### config.mk
export PLATFORM = sky130hd
export DESIGN_NAME = ceb_back
export DESIGN_NICKNAME = d
export VERILOG_FILES = /design/src/rtl/ceb_pkg.sv /design/src/rtl/ceb_back.sv
export SDC_FILE = /design/constraint.sdc
export NUM_CORES = 1
export LEC_CHECK = 0
export BUFFER_PORTS_ARGS = -buffer_cell sky130_fd_sc_hd__buf_2
export CAP_MARGIN = 10
export CELL_PAD_IN_SITES_DETAIL_PLACEMENT = 1
export CELL_PAD_IN_SITES_GLOBAL_PLACEMENT = 2
export CORE_MARGIN = 1
export CORE_UTILIZATION = 28
export CTS_CLUSTER_DIAMETER = 80
export DETAILED_ROUTE_END_ITERATION = 12
export PLACE_DENSITY = 0.81
export SETUP_SLACK_MARGIN = 0.05
export SLEW_MARGIN = 5
export SYNTH_ARGS = -nofsm -noshare
export SYNTH_HDL_FRONTEND = slang
export SYNTH_SLANG_ARGS = --single-unit
### constraint.sdc
create_clock -name clk_i -period 0.8 [get_ports clk_i]
set_input_delay 0.12 -clock clk_i [delete_from_list [all_inputs] [get_ports clk_i]]
set_output_delay 0.12 -clock clk_i [all_outputs]
set_load 0.05 [all_outputs]
### src/rtl/ceb_pkg.sv
// ----------------------------------------------------------------------------
// ceb_pkg
// Types and widths shared by the two-circle elastic bounce pipeline.
// ----------------------------------------------------------------------------
package ceb_pkg;

  localparam int VW    = 24;          // velocity / position width
  localparam int MW    = 16;          // radius / mass width
  localparam int DXW   = VW + 1;      // centre and velocity differences
  localparam int SQW   = 2 * DXW;     // squared differences, squared distance
  localparam int RSW   = MW + 1;      // radius sum, mass sum, doubled mass
  localparam int RRW   = 2 * RSW;     // squared radius sum
  localparam int DOTW  = SQW + 1;     // relative velocity dot centre line
  localparam int ADOTW = SQW;         // magnitude of the dot product
  localparam int ADW   = VW;          // magnitude of a centre difference
  localparam int HW    = 25;          // operand split for the multipliers
  localparam int LPW   = HW + ADW;    // dot x component partial product
  localparam int PW    = ADOTW + ADW; // dot x component
  localparam int DNPW  = RSW + HW;    // mass sum x distance partial product
  localparam int DENW  = RSW + SQW;   // mass sum x squared distance
  localparam int PPW   = RSW + HW;    // weight x component partial product
  localparam int NUMW  = PPW + 2 * HW;
  localparam int NW    = NUMW + 1;    // dividend: 2*num + den
  localparam int DW    = DENW + 1;    // divisor: 2*den
  localparam int QW    = 27;          // rounded quotient stays below 2^26
  localparam int RW    = DW + QW;     // divider partial remainder
  localparam int AW    = QW + 1;      // signed correction term
  localparam int SW    = QW + 4;      // unsaturated result velocity
  localparam int FRONT_STAGES = 8;
  localparam int LAT   = FRONT_STAGES + QW + 1;

  localparam logic signed [VW-1:0] V_MAX = {1'b0, {(VW-1){1'b1}}};
  localparam logic signed [VW-1:0] V_MIN = {1'b1, {(VW-1){1'b0}}};

  typedef struct packed {
    logic signed [VW-1:0] first_x;
    logic signed [VW-1:0] first_y;
    logic signed [VW-1:0] second_x;
    logic signed [VW-1:0] second_y;
    logic signed [VW-1:0] first_vx;
    logic signed [VW-1:0] first_vy;
    logic signed [VW-1:0] second_vx;
    logic signed [VW-1:0] second_vy;
    logic [MW-1:0]        first_radius;
    logic [MW-1:0]        second_radius;
    logic [MW-1:0]        first_mass;
    logic [MW-1:0]        second_mass;
  } ceb_in_t;

  typedef struct packed {
    logic                 touching;
    logic                 bounced;
    logic signed [VW-1:0] new_first_vx;
    logic signed [VW-1:0] new_first_vy;
    logic signed [VW-1:0] new_second_vx;
    logic signed [VW-1:0] new_second_vy;
    logic                 clipped;
  } ceb_out_t;

  // Per-transaction side data that rides along with the arithmetic
  typedef struct packed {
    logic signed [VW-1:0] v1x;
    logic signed [VW-1:0] v1y;
    logic signed [VW-1:0] v2x;
    logic signed [VW-1:0] v2y;
    logic                 touch;
    logic                 bounce;
    logic                 neg_x;
    logic                 neg_y;
  } ceb_side_t;

endpackage

### src/rtl/ceb_back.sv
// ----------------------------------------------------------------------------
// ceb_back
// Applies the signed corrections, doubles the second velocity, saturates.
// ----------------------------------------------------------------------------
module ceb_back (
  input  logic                          clk_i,
  input  logic                          rst_ni,
  input  logic                          valid_i,
  input  ceb_pkg::ceb_side_t            side_i,
  input  logic [3:0][ceb_pkg::QW-1:0]   q_i,
  output logic                          done_o,
  output ceb_pkg::ceb_out_t             res_o
);
  import ceb_pkg::*;

  logic signed [AW-1:0] a [4];
  logic signed [SW-1:0] raw [4];
  logic [VW-1:0]        sat [4];
  logic [3:0]           clip;
  ceb_out_t             res_d;
  ceb_out_t             res_q;
  logic                 done_q;

  always_comb begin
    for (int t = 0; t < 4; t++) begin
      if ((t == 0 || t == 2) ? side_i.neg_x : side_i.neg_y) begin
        a[t] = -$signed({1'b0, q_i[t]});
      end else begin
        a[t] = $signed({1'b0, q_i[t]});
      end
    end
    raw[0] = SW'(side_i.v1x) - SW'(a[0]);
    raw[1] = SW'(side_i.v1y) - SW'(a[1]);
    raw[2] = (SW'(side_i.v2x) + SW'(a[2])) <<< 1;
    raw[3] = (SW'(side_i.v2y) + SW'(a[3])) <<< 1;
    for (int t = 0; t < 4; t++) begin
      clip[t] = 1'b0;
      sat[t]  = raw[t][VW-1:0];
      if (raw[t] > SW'(V_MAX)) begin
        sat[t]  = V_MAX;
        clip[t] = 1'b1;
      end
      if (raw[t] < SW'(V_MIN)) begin
        sat[t]  = V_MIN;
        clip[t] = 1'b1;
      end
    end

    res_d.touching = side_i.touch;
    res_d.bounced  = side_i.bounce;
    if (side_i.bounce) begin
      res_d.new_first_vx  = sat[0];
      res_d.new_first_vy  = sat[1];
      res_d.new_second_vx = sat[2];
      res_d.new_second_vy = sat[3];
      res_d.clipped       = |clip;
    end else begin
      // pass through, second body not doubled
      res_d.new_first_vx  = side_i.v1x;
      res_d.new_first_vy  = side_i.v1y;
      res_d.new_second_vx = side_i.v2x;
      res_d.new_second_vy = side_i.v2y;
      res_d.clipped       = 1'b0;
    end
  end

  always_ff @(posedge clk_i or negedge rst_ni) begin
    if (!rst_ni) begin
      done_q <= 1'b0;
    end else begin
      done_q <= valid_i;
    end
  end

  always_ff @(posedge clk_i) begin
    res_q <= res_d;
  end

  assign done_o = done_q;
  assign res_o  = res_q;

endmodule

==> impl_metrics.json <==
{
  "outcome": "finished with violations",
  "failed_checks": "setup timing",
  "wl_um": 61100,
  "post-route-util": 0.5603,
  "root_buffer": "sky130_fd_sc_hd__clkbuf_16",
  "final_total_power_uw": 38700,
  "seqCellArea_mm2": 0.002136,
  "grt_pass1_vias": 17000,
  "synthesis.yosys.warnings": 0,
  "clock_sink_count": 100,
  "routed_wire_length_per_instance_um": 21.06,
  "worstHoldEndpoint": "res_o[65]$_DFF_P_",
  "fmax_mhz": 215.9,
  "htreeDepth": 3,
  "max-cap-violations": 0,
  "gpl_wtd_cong": 0.9009,
  "min_period_ns": 4.632,
  "layout.filler_cells": 4585,
  "timing.hold.worst_path_depth": 3,
  "dr.pass1.iters": 5,
  "slew_violations": 0,
  "min_period_over_period": 5.790,
  "dr_total_vias": 15270,
  "start_util": 0.2845,
  "ant_nets": 0,
  "seq_area_frac_synth": 0.1771,
  "netlist-cell-type-count": 81,
  "postLayoutSetupSlackWorst_ns": -3.832,
  "syn-num-nets": 1781,
  "grt_max_degree": 27,
  "placeableCoreArea_mm2": 0.03982,
  "globalRouteOverflowTotal": 0,
  "grt_pass1_wl_um": 89000,
  "multi_input_comb_area_mm2": 0.01075,
  "arrival_ns": 4.90,
  "nNetsFinal": 2702,
  "synth_cells": 1450,
  "synth_enable_flop_cells": 0,
  "port_buffers": 310,
  "post-route-drc-count": 0,
  "fin_tns_setup_ns": -362.46,
  "tritoncts": "done",
  "worst_hold_path_type": "in2reg",
  "dp.final_hpwl_um": 39270,
  "end_kind": "flop",
  "layout_common_cells": "541 x sky130_fd_sc_hd__buf_4, 199 x sky130_fd_sc_hd__buf_2, 108 x sky130_fd_sc_hd__xnor2_1",
  "detail_route.iter0.violations": 510,
  "area_growth_syn_to_layout_pct": 96.93,
  "cell_area_after_synthesis_mm2": 0.01133,
  "per_cell_via_count_in_the_routed_design": 5.263,
  "synth.avg_cell_area_um2": 7.814,
  "drive_above_1_share": 0.5530,
  "worst_pin_slew_ns": 0.5010,
  "postCtsHoldBufs": 67,
  "fp.dieArea_mm2": 0.04128,
  "worst_vdd_ir_mv": 1.101,
  "clock_tree.buffer_depth": 2,
  "p_per_area_mw_per_mm2": 1734,
  "crit_type": "in2reg",
  "number_of_endpoints_failing_setup_at_the_final_stage": 197,
  "hold_startpoint": "side_i[68]",
  "leakage_uw": 0.01019,
  "layout_commonest_cell": "sky130_fd_sc_hd__buf_4",
  "rsz0062_at_grt": "yes",
  "rows": 73,
  "dieWidth_um": 203.2,
  "place_ws_ns": -4.176,
  "timing.critical_path.fanout_max": 9,
  "numCtsBuffers": 9,
  "number_of_antenna_violations_at_the_first_check_in_global_routing": 7,
  "num_io_pins": 311,
  "number_of_hold_slack_violations_in_the_final_timing_report": 0,
  "ffs_latches_synth": 100,
  "crit_path_start": "q_i[59]",
  "primary_ff_master_synth": "sky130_fd_sc_hd__dfxtp_1",
  "timing.slew.headroom": 0.6631,
  "floorplan.die.height_um": 203.2,
  "cp.required_ns": 1.07,
  "fraction_of_registers_with_async_set_reset": 0.01000,
  "global_route.usage.total": 0.2721,
  "clk_transition_reported_paths_ns": 0.09,
  "setup_crit_start_kind": "primary input"
}
## synth_stat cells, drive strengths merged (17+ instances only)
cell type / count / area (µm²)
a21o: 46 / 345.3
a21oi: 101 / 509.2
buf: 17 / 97.59
clkbuf: 38 / 142.6
dfxtp: 99 / 1982
ha: 116 / 1451
inv: 76 / 285.3
nand2: 99 / 371.6
nand2b: 18 / 112.6
nand3: 20 / 100.1
nor2: 104 / 390.4
nor2b: 21 / 131.4
nor3: 19 / 100.1
o211ai: 48 / 440.4
o21ai: 131 / 659.4
o2bb2ai: 47 / 411.6
o31ai: 29 / 222.7
o41ai: 17 / 163.9
or4: 20 / 153.9
xnor2: 120 / 1051
xor2: 77 / 674.4
## critical path: stages
cell and delay [ns]:
sky130_fd_sc_hd__buf_6 0.09, sky130_fd_sc_hd__or4_4 0.56, sky130_fd_sc_hd__or3_4 0.41, sky130_fd_sc_hd__or3_4 0.35, sky130_fd_sc_hd__or4_4 0.53, sky130_fd_sc_hd__o31ai_4 0.23, sky130_fd_sc_hd__xnor2_1 0.11, sky130_fd_sc_hd__ha_2 0.20
sky130_fd_sc_hd__or3_4 0.39, sky130_fd_sc_hd__a31o_1 0.26, sky130_fd_sc_hd__buf_4 0.14, sky130_fd_sc_hd__a41oi_2 0.15, sky130_fd_sc_hd__xor2_1 0.24, sky130_fd_sc_hd__nand2_1 0.14, sky130_fd_sc_hd__nor4_4 0.37, sky130_fd_sc_hd__a21oi_4 0.17
sky130_fd_sc_hd__buf_12 0.18, sky130_fd_sc_hd__o211ai_2 0.14, sky130_fd_sc_hd__o21ai_1 0.11
## state kept, by name (all words and copies together) (netlist names)
signal and flops:
done_o 1, res_o 99
## how the worst max path moves through the flow
stage / depth (start not counted) / end
2_1_floorplan: 17 / res_o[25]$_DFF_P_
3_3_place_gp: 19 / res_o[30]$_DFF_P_
3_5_place_dp: 19 / res_o[30]$_DFF_P_
4_1_cts: 19 / res_o[45]$_DFF_P_
5_1_grt: 23 / res_o[57]$_DFF_P_
6_report: 19 / res_o[39]$_DFF_P_
## layout make-up
type                            instances  share of cell area
Multi-Input combinational cell       1219              0.4818
Timing Repair Buffer                  965              0.3657
Sequential cell                       100             0.09572
Tap cell                              525             0.02944
Inverter                               76             0.01312
Clock buffer                           10             0.01026
Clock inverter                          6            0.003925
Antenna cell                            1           0.0001121
## metal layers
metal,up-vias,track usage,routed length (µm),part of all wire
li1,7190,-,-,-
met1,7528,0.3010,24210,0.40
met2,389,0.5115,32180,0.53
met3,154,0.04538,2354,0.039
met4,12,0.1077,2281,0.037
met5,-,0,80,0.0013
## cells by family (layout without fill, tap and decap cells)
group	count (synthesis)	in the layout	share of synthesized area
compound gates	525	525	0.3218
simple gates	373	373	0.1632
xor+xnor	197	197	0.1523
buf+inv	131	1057	0.04638
fa+ha+maj	120	120	0.1352
flops	100	100	0.1771
mux	4	4	0.004085
other cells	0	1	0
## per-stage QoR
| stage | hold slack, ns | instances | instance area (µm²) |
|---|---|---|---|
| 3_3_place_gp | -0.1062 | 2746 | 17620 |
| 4_1_cts | -0.02141 | 2882 | 21180 |
| 5_1_grt | 0.01021 | 2902 | 22310 |
| 3_5_place_dp | -0.1037 | 2746 | 17620 |
| 6_report | 0.02242 | 2902 | 22310 |
| 2_1_floorplan | -0.1756 | 1450 | 11630 |
## timing repair
item,in CTS,in global routing
resized for setup,568,201
buffers inserted,45,20
endpoints found under the hold margin,67,1
pin swaps,107,104
cloned,9,3
setup endpoints to repair,197,197
## power by group
group	internal, µW	leakage, µW	switching (µW)
logic	12600	0.00918	14100
clock network	2760	0.000157	2540
registers	6010	0.000852	628
total	21400	0.0102	17300
Power figures use the tool's default switching activity.
